<file path="src/design/ksm_pkg.sv">
package ksm_pkg;

  // default sizes
  localparam int NumColumnsDefault = 16;
  localparam int QueueDepthDefault = 2;

  // field widths
  localparam int ColumnW = 4;
  localparam int NoteW   = 7;
  localparam int ChanW   = 4;
  localparam int CfgW    = 7;
  localparam int CfgIdxW = 2;
  localparam int MsgNum  = 3;
  localparam int MsgIdxW = 2;

  // configuration register indexes
  localparam logic [CfgIdxW-1:0] CfgRow1Base = 2'd0;
  localparam logic [CfgIdxW-1:0] CfgRow2Base = 2'd1;
  localparam logic [CfgIdxW-1:0] CfgVolStep  = 2'd2;
  localparam logic [CfgIdxW-1:0] CfgChannel  = 2'd3;

  // register reset values
  localparam logic [NoteW-1:0] Row1BaseReset = 7'h2B;
  localparam logic [NoteW-1:0] Row2BaseReset = 7'h3A;
  localparam logic [NoteW-1:0] VolStepReset  = 7'h0A;
  localparam logic [ChanW-1:0] ChannelReset  = 4'h0;

  // midi constants
  localparam logic [3:0]         StatusNoteOn  = 4'h9;
  localparam logic [3:0]         StatusControl = 4'hB;
  localparam logic [7:0]         CcModulation  = 8'h01;
  localparam logic [NoteW-1:0]   DataMax       = 7'h7F;
  localparam logic [ColumnW-1:0] NoteColMax    = 4'd14;
  localparam logic [ColumnW-1:0] ColVolDown    = 4'd0;
  localparam logic [ColumnW-1:0] ColVolUp      = 4'd1;
  localparam logic [ColumnW-1:0] ColVibrato    = 4'd2;

  // byte position inside a message
  localparam logic [1:0] FirstByte  = 2'd0;
  localparam logic [1:0] SecondByte = 2'd1;
  localparam logic [1:0] LastByte   = 2'd2;

  // message slots in output order
  localparam logic [MsgIdxW-1:0] SlotRow1 = 2'd0;
  localparam logic [MsgIdxW-1:0] SlotRow2 = 2'd1;
  localparam logic [MsgIdxW-1:0] SlotCtrl = 2'd2;

  typedef struct packed {
    logic [7:0] b2;
    logic [7:0] b1;
    logic [7:0] b0;
  } msg_t;

  // all messages caused by one column transaction
  typedef struct packed {
    msg_t [MsgNum-1:0] msg;
    logic [MsgNum-1:0] mask;
  } desc_t;

endpackage

</file>
<file path="src/design/ksm_fifo.sv">
module ksm_fifo #(
  parameter int QUEUE_DEPTH = ksm_pkg::QueueDepthDefault
) (
  input  logic            clk_i,
  input  logic            rst_ni,
  input  logic            push_i,
  input  ksm_pkg::desc_t  data_i,
  output logic            full_o,
  input  logic            pop_i,
  output logic            valid_o,
  output ksm_pkg::desc_t  data_o
);

  localparam int PtrW = (QUEUE_DEPTH > 1) ? $clog2(QUEUE_DEPTH) : 1;
  localparam int CntW = $clog2(QUEUE_DEPTH + 1);

  ksm_pkg::desc_t  mem_q [QUEUE_DEPTH];
  logic [PtrW-1:0] wr_ptr_q, wr_ptr_d;
  logic [PtrW-1:0] rd_ptr_q, rd_ptr_d;
  logic [CntW-1:0] cnt_q, cnt_d;
  logic            do_push, do_pop;

  assign valid_o = (cnt_q != '0);
  assign full_o  = (cnt_q == CntW'(QUEUE_DEPTH));
  assign data_o  = mem_q[rd_ptr_q];
  assign do_push = push_i && !full_o;
  assign do_pop  = pop_i && valid_o;

  // pointer and count update
  always_comb begin
    wr_ptr_d = wr_ptr_q;
    rd_ptr_d = rd_ptr_q;
    cnt_d    = cnt_q;
    if (do_push) begin
      wr_ptr_d = (wr_ptr_q == PtrW'(QUEUE_DEPTH - 1)) ? '0 : wr_ptr_q + 1'b1;
    end
    if (do_pop) begin
      rd_ptr_d = (rd_ptr_q == PtrW'(QUEUE_DEPTH - 1)) ? '0 : rd_ptr_q + 1'b1;
    end
    if (do_push && !do_pop) begin
      cnt_d = cnt_q + 1'b1;
    end else if (!do_push && do_pop) begin
      cnt_d = cnt_q - 1'b1;
    end
  end

  always_ff @(posedge clk_i or negedge rst_ni) begin
    if (!rst_ni) begin
      wr_ptr_q <= '0;
      rd_ptr_q <= '0;
      cnt_q    <= '0;
    end else begin
      wr_ptr_q <= wr_ptr_d;
      rd_ptr_q <= rd_ptr_d;
      cnt_q    <= cnt_d;
    end
  end

  // entry storage
  always_ff @(posedge clk_i) begin
    if (do_push) begin
      mem_q[wr_ptr_q] <= data_i;
    end
  end

endmodule

</file>
<file path="src/design/ksm_front.sv">
module ksm_front #(
  parameter int NUM_COLUMNS = ksm_pkg::NumColumnsDefault
) (
  input  logic                          clk_i,
  input  logic                          rst_ni,
  input  logic                          cfg_we_i,
  input  logic [ksm_pkg::CfgIdxW-1:0]   cfg_idx_i,
  input  logic [ksm_pkg::CfgW-1:0]      cfg_wdata_i,
  input  logic                          accept_i,
  input  logic [ksm_pkg::ColumnW-1:0]   key_column_i,
  input  logic                          row1_pressed_i,
  input  logic                          row2_pressed_i,
  input  logic                          control_pressed_i,
  output logic                          push_o,
  output ksm_pkg::desc_t                desc_o
);

  localparam int IdxW = $clog2(NUM_COLUMNS);
  localparam int ColW = (IdxW > ksm_pkg::ColumnW) ? IdxW : ksm_pkg::ColumnW;

  logic [ksm_pkg::NoteW-1:0] row1_base_q, row2_base_q, vol_step_q;
  logic [ksm_pkg::ChanW-1:0] channel_q;

  logic [NUM_COLUMNS-1:0]    row1_prev_q, row1_prev_d;
  logic [NUM_COLUMNS-1:0]    row2_prev_q, row2_prev_d;
  logic [NUM_COLUMNS-1:0]    ctrl_prev_q, ctrl_prev_d;
  logic [ksm_pkg::NoteW-1:0] volume_q, volume_d;
  logic                      vibrato_q, vibrato_d;

  logic [ColW-1:0]           col_ext;
  logic [IdxW-1:0]           idx;
  logic                      col_ok, take, note_col;
  logic                      p1, p2, pc;
  logic                      edge1, edge2, ctrl_rise;
  logic [ksm_pkg::NoteW:0]   vol_sum;
  logic [ksm_pkg::NoteW-1:0] note1, note2;
  logic [7:0]                note_status, ctrl_status;

  // configuration registers
  always_ff @(posedge clk_i or negedge rst_ni) begin
    if (!rst_ni) begin
      row1_base_q <= ksm_pkg::Row1BaseReset;
      row2_base_q <= ksm_pkg::Row2BaseReset;
      vol_step_q  <= ksm_pkg::VolStepReset;
      channel_q   <= ksm_pkg::ChannelReset;
    end else if (cfg_we_i) begin
      unique case (cfg_idx_i)
        ksm_pkg::CfgRow1Base: row1_base_q <= cfg_wdata_i;
        ksm_pkg::CfgRow2Base: row2_base_q <= cfg_wdata_i;
        ksm_pkg::CfgVolStep:  vol_step_q  <= cfg_wdata_i;
        ksm_pkg::CfgChannel:  channel_q   <= cfg_wdata_i[ksm_pkg::ChanW-1:0];
        default: ;
      endcase
    end
  end

  // column decode and previous levels
  assign col_ext  = ColW'(key_column_i);
  assign idx      = col_ext[IdxW-1:0];
  assign col_ok   = (32'(key_column_i) < NUM_COLUMNS);
  assign take     = accept_i && col_ok;
  assign note_col = (key_column_i <= ksm_pkg::NoteColMax);
  assign p1       = row1_prev_q[idx];
  assign p2       = row2_prev_q[idx];
  assign pc       = ctrl_prev_q[idx];

  // edge classification
  assign edge1     = row1_pressed_i ^ p1;
  assign edge2     = row2_pressed_i ^ p2;
  assign ctrl_rise = control_pressed_i && !pc;

  assign note1       = row1_base_q + ksm_pkg::NoteW'(key_column_i);
  assign note2       = row2_base_q + ksm_pkg::NoteW'(key_column_i);
  assign note_status = {ksm_pkg::StatusNoteOn, channel_q};
  assign ctrl_status = {ksm_pkg::StatusControl, channel_q};
  assign vol_sum     = {1'b0, volume_q} + {1'b0, vol_step_q};

  // state update
  always_comb begin
    row1_prev_d = row1_prev_q;
    row2_prev_d = row2_prev_q;
    ctrl_prev_d = ctrl_prev_q;
    volume_d    = volume_q;
    vibrato_d   = vibrato_q;
    if (take) begin
      row1_prev_d[idx] = row1_pressed_i;
      row2_prev_d[idx] = row2_pressed_i;
      ctrl_prev_d[idx] = control_pressed_i;
      if (ctrl_rise) begin
        if (key_column_i == ksm_pkg::ColVolDown) begin
          volume_d = (volume_q > vol_step_q) ? volume_q - vol_step_q : '0;
        end else if (key_column_i == ksm_pkg::ColVolUp) begin
          volume_d = vol_sum[ksm_pkg::NoteW] ? ksm_pkg::DataMax
                                             : vol_sum[ksm_pkg::NoteW-1:0];
        end else if (key_column_i == ksm_pkg::ColVibrato) begin
          vibrato_d = !vibrato_q;
        end
      end
    end
  end

  always_ff @(posedge clk_i or negedge rst_ni) begin
    if (!rst_ni) begin
      row1_prev_q <= '0;
      row2_prev_q <= '0;
      ctrl_prev_q <= '0;
      volume_q    <= ksm_pkg::DataMax;
      vibrato_q   <= 1'b0;
    end else begin
      row1_prev_q <= row1_prev_d;
      row2_prev_q <= row2_prev_d;
      ctrl_prev_q <= ctrl_prev_d;
      volume_q    <= volume_d;
      vibrato_q   <= vibrato_d;
    end
  end

  // message descriptor, note on uses the volume before the control action
  always_comb begin
    desc_o = '0;
    desc_o.mask[ksm_pkg::SlotRow1] = edge1 && note_col;
    desc_o.mask[ksm_pkg::SlotRow2] = edge2 && note_col;
    desc_o.mask[ksm_pkg::SlotCtrl] = ctrl_rise && (key_column_i == ksm_pkg::ColVibrato);
    desc_o.msg[ksm_pkg::SlotRow1].b0 = note_status;
    desc_o.msg[ksm_pkg::SlotRow1].b1 = {1'b0, note1};
    desc_o.msg[ksm_pkg::SlotRow1].b2 = row1_pressed_i ? {1'b0, volume_q} : 8'h00;
    desc_o.msg[ksm_pkg::SlotRow2].b0 = note_status;
    desc_o.msg[ksm_pkg::SlotRow2].b1 = {1'b0, note2};
    desc_o.msg[ksm_pkg::SlotRow2].b2 = row2_pressed_i ? {1'b0, volume_q} : 8'h00;
    desc_o.msg[ksm_pkg::SlotCtrl].b0 = ctrl_status;
    desc_o.msg[ksm_pkg::SlotCtrl].b1 = ksm_pkg::CcModulation;
    desc_o.msg[ksm_pkg::SlotCtrl].b2 = vibrato_q ? 8'h00 : {1'b0, ksm_pkg::DataMax};
  end

  assign push_o = take && (desc_o.mask != '0);

endmodule

</file>
<file path="src/design/ksm_back.sv">
module ksm_back (
  input  logic            clk_i,
  input  logic            rst_ni,
  input  logic            q_valid_i,
  input  ksm_pkg::desc_t  q_data_i,
  output logic            q_pop_o,
  output logic            m_axis_tvalid_o,
  input  logic            m_axis_tready_i,
  output logic [7:0]      m_axis_tdata_o,  // midi_byte[7:0]
  output logic            m_axis_tuser_o,  // message_end
  output logic            m_axis_tlast_o   // last
);

  ksm_pkg::desc_t              cur_q, cur_d;
  logic                        cur_valid_q, cur_valid_d;
  logic [1:0]                  byte_q, byte_d;
  logic                        out_valid_q, out_valid_d;
  logic [7:0]                  out_byte_q;
  logic                        out_end_q, out_last_q;

  logic                        gen, msg_done, desc_done;
  logic [ksm_pkg::MsgIdxW-1:0] sel;
  logic [ksm_pkg::MsgNum-1:0]  sel_hot, rest;
  ksm_pkg::msg_t               msg;
  logic [7:0]                  byte_val;

  // pick the lowest pending message
  always_comb begin
    if (cur_q.mask[ksm_pkg::SlotRow1]) begin
      sel = ksm_pkg::SlotRow1;
    end else if (cur_q.mask[ksm_pkg::SlotRow2]) begin
      sel = ksm_pkg::SlotRow2;
    end else begin
      sel = ksm_pkg::SlotCtrl;
    end
  end

  assign sel_hot = ksm_pkg::MsgNum'(1) << sel;
  assign rest    = cur_q.mask & ~sel_hot;
  assign msg     = cur_q.msg[sel];

  always_comb begin
    case (byte_q)
      ksm_pkg::FirstByte:  byte_val = msg.b0;
      ksm_pkg::SecondByte: byte_val = msg.b1;
      default:             byte_val = msg.b2;
    endcase
  end

  assign gen       = cur_valid_q && (!out_valid_q || m_axis_tready_i);
  assign msg_done  = (byte_q == ksm_pkg::LastByte);
  assign desc_done = msg_done && (rest == '0);
  assign q_pop_o   = !cur_valid_q || (gen && desc_done);

  // byte sequencer
  always_comb begin
    cur_d       = cur_q;
    cur_valid_d = cur_valid_q;
    byte_d      = byte_q;
    if (gen) begin
      if (msg_done) begin
        byte_d     = ksm_pkg::FirstByte;
        cur_d.mask = rest;
      end else begin
        byte_d = byte_q + 1'b1;
      end
    end
    if (q_pop_o) begin
      cur_d       = q_data_i;
      cur_valid_d = q_valid_i;
      byte_d      = ksm_pkg::FirstByte;
    end
  end

  // output register
  always_comb begin
    out_valid_d = out_valid_q;
    if (gen) begin
      out_valid_d = 1'b1;
    end else if (m_axis_tready_i) begin
      out_valid_d = 1'b0;
    end
  end

  always_ff @(posedge clk_i or negedge rst_ni) begin
    if (!rst_ni) begin
      cur_valid_q <= 1'b0;
      byte_q      <= ksm_pkg::FirstByte;
      out_valid_q <= 1'b0;
    end else begin
      cur_valid_q <= cur_valid_d;
      byte_q      <= byte_d;
      out_valid_q <= out_valid_d;
    end
  end

  always_ff @(posedge clk_i) begin
    cur_q <= cur_d;
    if (gen) begin
      out_byte_q <= byte_val;
      out_end_q  <= msg_done;
      out_last_q <= desc_done;
    end
  end

  assign m_axis_tvalid_o = out_valid_q;
  assign m_axis_tdata_o  = out_byte_q;
  assign m_axis_tuser_o  = out_end_q;
  assign m_axis_tlast_o  = out_last_q;

  // the final byte of a column always closes a message
  a_last_ends_msg: assert property (@(posedge clk_i) disable iff (!rst_ni)
    out_valid_q && out_last_q |-> out_end_q)
    else $error("tlast on a byte that does not end a message");

  // a loaded descriptor always has a message pending
  a_cur_not_empty: assert property (@(posedge clk_i) disable iff (!rst_ni)
    cur_valid_q |-> (cur_q.mask != '0))
    else $error("active descriptor without pending message");

  // the byte counter stays within a three byte message
  a_byte_range: assert property (@(posedge clk_i) disable iff (!rst_ni)
    byte_q != 2'd3)
    else $error("byte position out of range");

  // a status byte follows every message end that is not the column end
  a_status_after_end: assert property (@(posedge clk_i) disable iff (!rst_ni)
    gen && msg_done && !desc_done |=> gen ? (byte_val[7] && byte_q == ksm_pkg::FirstByte)
                                          : 1'b1)
    else $error("message does not start with a status byte");

endmodule

</file>
<file path="src/design/key_scan_to_midi_encoder.sv">
// key matrix scanner to midi byte stream
// path: with the back end idle, the first byte of a column's messages goes through the queue,
// the current descriptor register and the output register before it is valid
// throughput: one column transaction per cycle while the descriptor queue has room;
// output runs one byte per cycle while the receiver is ready, 3 bytes per message, up to 9
// bytes per column; columns that send no message are not queued
// reset: all keys released, volume 127, vibrato off, registers to defaults, queue empty
module key_scan_to_midi_encoder #(
  parameter int NUM_COLUMNS = ksm_pkg::NumColumnsDefault,
  parameter int QUEUE_DEPTH = ksm_pkg::QueueDepthDefault
) (
  input  logic                        clk_i,
  input  logic                        rst_ni,
  input  logic                        cfg_we_i,
  input  logic [ksm_pkg::CfgIdxW-1:0] cfg_idx_i,
  input  logic [ksm_pkg::CfgW-1:0]    cfg_wdata_i,
  input  logic                        s_axis_tvalid_i,
  output logic                        s_axis_tready_o,
  // key_column[3:0], row1_pressed[4], row2_pressed[5], control_pressed[6], zero[7]
  input  logic [7:0]                  s_axis_tdata_i,
  output logic                        m_axis_tvalid_o,
  input  logic                        m_axis_tready_i,
  // midi_byte[7:0]
  output logic [7:0]                  m_axis_tdata_o,
  // message_end[0]
  output logic                        m_axis_tuser_o,
  output logic                        m_axis_tlast_o
);

  logic           accept, push, full, q_valid, q_pop;
  ksm_pkg::desc_t push_desc, q_desc;

  assign s_axis_tready_o = !full;
  assign accept          = s_axis_tvalid_i && !full;

  // edge detection and message build
  ksm_front #(
    .NUM_COLUMNS(NUM_COLUMNS)
  ) u_front (
    .clk_i            (clk_i),
    .rst_ni           (rst_ni),
    .cfg_we_i         (cfg_we_i),
    .cfg_idx_i        (cfg_idx_i),
    .cfg_wdata_i      (cfg_wdata_i),
    .accept_i         (accept),
    .key_column_i     (s_axis_tdata_i[3:0]),
    .row1_pressed_i   (s_axis_tdata_i[4]),
    .row2_pressed_i   (s_axis_tdata_i[5]),
    .control_pressed_i(s_axis_tdata_i[6]),
    .push_o           (push),
    .desc_o           (push_desc)
  );

  // descriptor queue
  ksm_fifo #(
    .QUEUE_DEPTH(QUEUE_DEPTH)
  ) u_fifo (
    .clk_i  (clk_i),
    .rst_ni (rst_ni),
    .push_i (push),
    .data_i (push_desc),
    .full_o (full),
    .pop_i  (q_pop),
    .valid_o(q_valid),
    .data_o (q_desc)
  );

  // byte serializer
  ksm_back u_back (
    .clk_i          (clk_i),
    .rst_ni         (rst_ni),
    .q_valid_i      (q_valid),
    .q_data_i       (q_desc),
    .q_pop_o        (q_pop),
    .m_axis_tvalid_o(m_axis_tvalid_o),
    .m_axis_tready_i(m_axis_tready_i),
    .m_axis_tdata_o (m_axis_tdata_o),
    .m_axis_tuser_o (m_axis_tuser_o),
    .m_axis_tlast_o (m_axis_tlast_o)
  );

endmodule

</file>
<file path="config.mk">
export PLATFORM = sky130hd
export DESIGN_NAME = key_scan_to_midi_encoder
export DESIGN_NICKNAME = d
export VERILOG_FILES = /design/src/design/ksm_pkg.sv /design/src/design/ksm_fifo.sv /design/src/design/ksm_front.sv /design/src/design/ksm_back.sv /design/src/design/key_scan_to_midi_encoder.sv
export SDC_FILE = /design/constraint.sdc
export NUM_CORES = 1
export LEC_CHECK = 0
export ABC_AREA = 1
export BUFFER_PORTS_ARGS = -buffer_cell sky130_fd_sc_hd__clkbuf_2
export CORE_MARGIN = 4
export CORE_UTILIZATION = 51
export DETAILED_ROUTE_END_ITERATION = 12
export PLACE_DENSITY = 0.67
export SYNTH_ARGS = -nofsm -noshare
export SYNTH_HDL_FRONTEND = slang
export SYNTH_HIERARCHICAL = 1
export SYNTH_SLANG_ARGS = --single-unit
</file>
<file path="constraint.sdc">
create_clock -name clk_i -period 6.6 [get_ports clk_i]
set_clock_uncertainty 0.05 [all_clocks]
set_input_delay 1.98 -clock clk_i [delete_from_list [all_inputs] [get_ports clk_i]]
set_output_delay 1.98 -clock clk_i [all_outputs]
set_load 0.03 [all_outputs]
</file>
# == Word level (Yosys, flattened, before mapping) ==
# Memory sizes are Yosys's and may differ from the RTL's.
# Index checks and enable logic that the tools add are counted.
# totals
ram_bits,100
n_memories,1
in_bits,22
word_cells,136
out_inout_bits,12
reg_bits,174
# op_classes
muxes,37
n_shift,1
bitwise,6
add_sub_neg,9
n_reduce_logical,41
eq_ne,8
magnitude_cmp,5
# mem_list
name,depth,width,read_ports,rd_clocked_by_memory_dff,wr,line_no,text
u_fifo.mem_q,2,50,1,0,1,ksm_fifo.sv:17,ksm_pkg::desc_t mem_q [QUEUE_DEPTH];
# ops
op,count
$mux W7,7
$bmux W24 S2,1
$bwmux W16,3
$mux W24,1
$pmux W8 S2,1
$add A7 B4 Y7,2
$logic_and A1 B1 Y1,14
$mux W2,7
$bmux W1 S4,3
$reduce_bool A2 Y1,6
$mux W1,10
$reduce_and A2 Y1,5
$mux W3,3
$add A7 B7 Y8,1
$eq A2 B2 Y1 const B,4
$gt A7 B7 Y1,1
$logic_not A1 Y1,7
$sub A7 B7 Y7,1
$lt A4 B5 Y1 const B,1
$reduce_and A5 Y1,1
$add A2 B1 Y2 const B,2
$demux W1 S4,1
$eq A2 B1 Y1 const B,2
$eq A4 B1 Y1 const B,1
other kinds (17),22

# == Longest topological paths before layout ==
# logic_depth
ltp_word,13
mapped_depth,22
mapped_depth_nobuf,21

# == Cells and area by module ==
# Netlist, hierarchy kept.
# modules_own_cells
mod,cells_each,n_inst,area_each_um2,seq_area_each_um2
ksm_fifo,424,1,5701.7,4604.4
ksm_front,681,1,5036.1,2048.2
ksm_back,267,1,3488.3,2652.5
key_scan_to_midi_encoder,3,1,13.8,0.0

# == Worst setup path before layout ==
# No wires, ideal clock.
# synth_path
kind,in2reg
start,in s_axis_tdata_i[0]
end,mem u_fifo/mem_q[1][0] (netlist bit) (enable)
cell_stages,15
path_buffers,2
slack_ns,-0.132
required_ns,6.041
arrival_ns,6.173
setup_ns,0.509
cell_sequence,buf_4 -> buf_6 -> nand2_1 -> nand2_1 -> nand2_1 -> nand2_1 -> nand2_1 -> nand2_1 -> o21ai_0 -> nand3_1 -> nand2_1 -> nand2_1 -> nand2_1 -> o21ai_0 -> nor2_1
# synth_via
elab_chain_len,10
elab_cells_between_ends,20
classes_between,order compare (1); eq/ne (1); mux (8); bitwise (2); reduce/logical (8)
# synth_rtl
element,line_no,text
from (decl),key_scan_to_midi_encoder.sv:20,"input logic [7:0] s_axis_tdata_i,"
$bmux W1 S4,ksm_front.sv:65,assign pc = ctrl_prev_q[idx];
$mux W1 (implied by the code),ksm_front.sv:65,
$logic_not A1 Y1,ksm_front.sv:70,assign ctrl_rise = control_pressed_i && !pc;
$logic_and A1 B1 Y1,ksm_front.sv:70,
$logic_and A1 B1 Y1,ksm_front.sv:123,desc_o.mask[ksm_pkg::SlotCtrl] = ctrl_rise && (key_column_i == ksm_pkg::ColVibrato);
$reduce_bool A3 Y1 (*),ksm_front.sv:135,assign push_o = take && (desc_o.mask != '0);
$logic_and A1 B1 Y1 (*),ksm_front.sv:135,
net push,key_scan_to_midi_encoder.sv:30,"logic accept, push, full, q_valid, q_pop;"
$logic_and A1 B1 Y1 (*),ksm_fifo.sv:26,assign do_push = push_i && !full_o;
$mux W1 (*),ksm_fifo.sv:61,if (do_push) begin
$mux W1 (implied by the code) (*),ksm_fifo.sv:62,mem_q[wr_ptr_q] <= data_i;
to (decl),ksm_fifo.sv:17,
# The timed path passes the listed nets; every way through them passes the cells marked *. The select of a mux whose other input is x is not followed.

# == Final worst setup path ==
# layout_path
start,in s_axis_tdata_i[0]
end,mem u_fifo/mem_q[0][27] (netlist bit) (enable)
# The elaborated chain is that of the path after synthesis.

==> metrics.cfg <==
[status]
status=complete, no violations

[floorplanning]
die_h_um=175
fp.dieW_um=175
core_area_mm2=0.0272
start_util_pct=52.4
row_count=60
io_pins=34
die_area_mm2=0.0307

[timing]
clock.fmax_ghz=0.224
hold_viol_final=0
slew_headroom_pct=34.0
fin_setup_tns_ps=0
finalSetupViolCount=0
rsz0062_at_grt=no
fin_crit_sh_pct=67.6
worst_pin_slew_ps=991
fin_crit_ps=4460
drv_slew=0

[cts]
cts_buffers=34
clk_latency_ps=510
path_clk_slew_ps=60
cts_sinks=324
h-tree-depth=2
cts.repair.resized=0
tritoncts=built
clk_path_buf_depth=3
cts-hold-fix-buffers=0
postCtsSetupRepairBufs=0
cts_root_buf=clkbuf_16

[yosys]
synth_simple_gate_area_share_pct=19.8
yosys-top-cells-area=edfxtp_1 (50%), nand2_1 (15%), dfrtp_1 (13%)
ys_seq_area_share_pct=65.3
synth_most_common_cell=nand2_1
synth-xor-area-share_pct=1.11
synth_warnings=6
synth_compound_area_share_pct=4.35
synth_largest_area_cell=edfxtp_1
avgSynthCellArea_um2=10.4
synth_mux_area_share_pct=0
ys_seq_elements=324
synth_top_family_by_area=simple AND/OR/NAND/NOR gates
ys.flop_type=edfxtp_1
synthCells=1375
ys_async_sr_fraction_pct=27.5
post_synth_num_cell_types=35
synth_adder_area_share_pct=2.58
synth_area_mm2=0.0142
synth_edf_count=235
yosys-top-cells-count=nand2_1 (573), edfxtp_1 (235), inv_1 (93)
synth.top_cell.area_share_pct=49.6

[critical_path]
worst_ep_arrival_time_ps=4560
path_max_fanout=75
setup.worst_path.start_class=input port
end_kind=flip-flop
max_stage_delay_ps=450
rr_worst_depth=7
crit_chain=clkbuf_2, inv_2, nand2_1, o21ai_0, nor2_1, nor2_1, nor2_1, nand3_2, inv_2, nand2_1, nand2_1, inv_1, nor2_1, nand2_1, inv_2, buf_12
crit_required_ps=6700
cp_slowest_cell=clkbuf_2
crit_type=in2reg

[worst_hold_path]
min_path_type=reg2reg
min_path_cells=2

[global_routing]
grt_pass1_vias=8782
grt_pass1_wl_um=45000
grt.overflow.total=0
antenna_found_initial=0
grt_usage_pct=18.2
grt_max_degree=77

[place]
port-buffer-count=32
dp_hpwl_um=17200
dpl_cell_area_mm2=0.0145
gp_congestion=0.879

[final_layout]
final_cell_area_mm2=0.0156
final_layout_size_suffix_gt1_share_pct=9.51
area_delta_synth_final_pct=9.50
diodes=0
final_nets=1444

[power_and_ir_drop]
ir_worst_vdd_mv=0.233
power.density_mw_per_mm2=422
static-leakage-power_nw=6.79

[route]
avgViaCountPerCell=5.01
first_pass_iters=5
vias=8976
wl_per_cell_um=15.3
drc_errors=0
drtAntennaViolNets=0
postRouteWirelength_um=27500
initialDrtViolationCount=524

[run]
cap_violations=0

## cell families (layout without fill, tap and decap cells)
family,count (synthesis),in the layout
AND/OR/NAND/NOR,703,703
flip-flops,324,324
buffers and inverters,181,203
AO/OA/AOI/OAI,120,120
adder cells (fa/ha/maj),27,27
XOR/XNOR,18,18
other,2,25
## state kept, by name, summed over array words and instances, names as in the netlist, 2 cells and up
name / cells
u_front/row2_prev_q: 16
u_front/channel_q: 4
u_front/ctrl_prev_q: 16
u_back/byte_q: 2
u_front/row1_prev_q: 16
u_front/vol_step_q: 7
u_fifo/mem_q: 150
u_front/volume_q: 7
u_front/row2_base_q: 7
u_back/m_axis_tdata_o: 8
u_fifo/cnt_q: 2
u_back/cur_q: 75
u_front/row1_base_q: 7
## cell type report
type | instances | area (um2)
Fill cell | 2269 | 11600
Sequential cell | 324 | 9310
Multi-Input combinational cell | 893 | 4070
Clock buffer | 40 | 895
Tap cell | 372 | 465
Inverter | 103 | 392
Timing Repair Buffer | 39 | 240
Clock inverter | 21 | 223
## critical path: cells and delay by family
family	cells	cell delay [ps]
AO/OA/AOI/OAI	1	120
buffers and inverters	6	1350
AND/OR/NAND/NOR	9	1070
## cells in the final DEF, fill, tap and decap left out, types with 3 or more instances in the layout
cell type,instances
edfxtp_1,235
conb_1,25
inv_1,92
nor2_2,3
xor2_1,13
clkbuf_2,31
clkinv_1,6
nand4_1,4
fa_1,4
bufinv_16,4
dfstp_2,17
dfrtp_1,71
nor2_1,43
clkbuf_1,5
a21oi_1,25
clkinv_2,6
buf_4,6
nand2_1,573
nor3_1,3
nor2_4,3
ha_1,23
o21ai_0,81
o22ai_1,3
nand2_2,5
xnor2_1,5
inv_2,10
clkbuf_16,35
o21bai_1,3
o21ai_1,4
nand3_1,63
## report_power, final
part | internal (W) | leakage (nW) | switching [W]
Clock | 0.00113 | 0.545 | 0.000761
Combinational | 0.000483 | 3.02 | 0.00111
Sequential | 0.00287 | 3.22 | 0.000217
Total | 0.00449 | 6.79 | 0.00209
## layer usage
layer | share of wire, % | routed length, um | vias to the layer above | global-route usage [%]
li1 | - | - | 4481 | -
met1 | 44 | 12100 | 4254 | 23.7
met2 | 49 | 13400 | 192 | 31.6
met3 | 4.3 | 1180 | 49 | 2.75
met4 | 2.7 | 746 | 0 | 5.79
met5 | 0 | 0 | - | 0
## path summary, 6_finish.rpt
path / startpoint / end / slack, ps
setup / recovery: s_axis_tdata_i[0] / u_fifo/mem_q[0][27]$_DFFE_PP_ / 2140
hold / removal: u_fifo/cnt_q[1]$_DFFE_PN0P_ / u_fifo/cnt_q[1]$_DFFE_PN0P_ / 430
setup reg to reg: u_back/cur_q[0]$_DFFE_PP_ / u_back/cur_q[21]$_DFFE_PP_ / 3820
hold reg to reg: u_fifo/cnt_q[1]$_DFFE_PN0P_ / u_fifo/cnt_q[1]$_DFFE_PN0P_ / 430
max in group asynchronous: rst_ni / u_front/row1_base_q[5]$_DFFE_PN1P_ / 4050
min in group asynchronous: rst_ni / u_front/vol_step_q[4]$_DFFE_PN0P_ / 1460
## per-stage QoR
stage               worst slack, ps  power (W)  util [%]  std cells  hold WS [ps]
floorplan                      1110    0.00435         -       1398           392
global placement               1670    0.00467      53.3       1731           409
detailed placement             1630    0.00473      53.3       1731           417
CTS                            2160    0.00664      57.4       1792           431
global route                   1820    0.00701      57.4       1792           457
finish                         2140    0.00658      57.4       1792           427
Note: power is estimated with default switching activity, not from simulation.
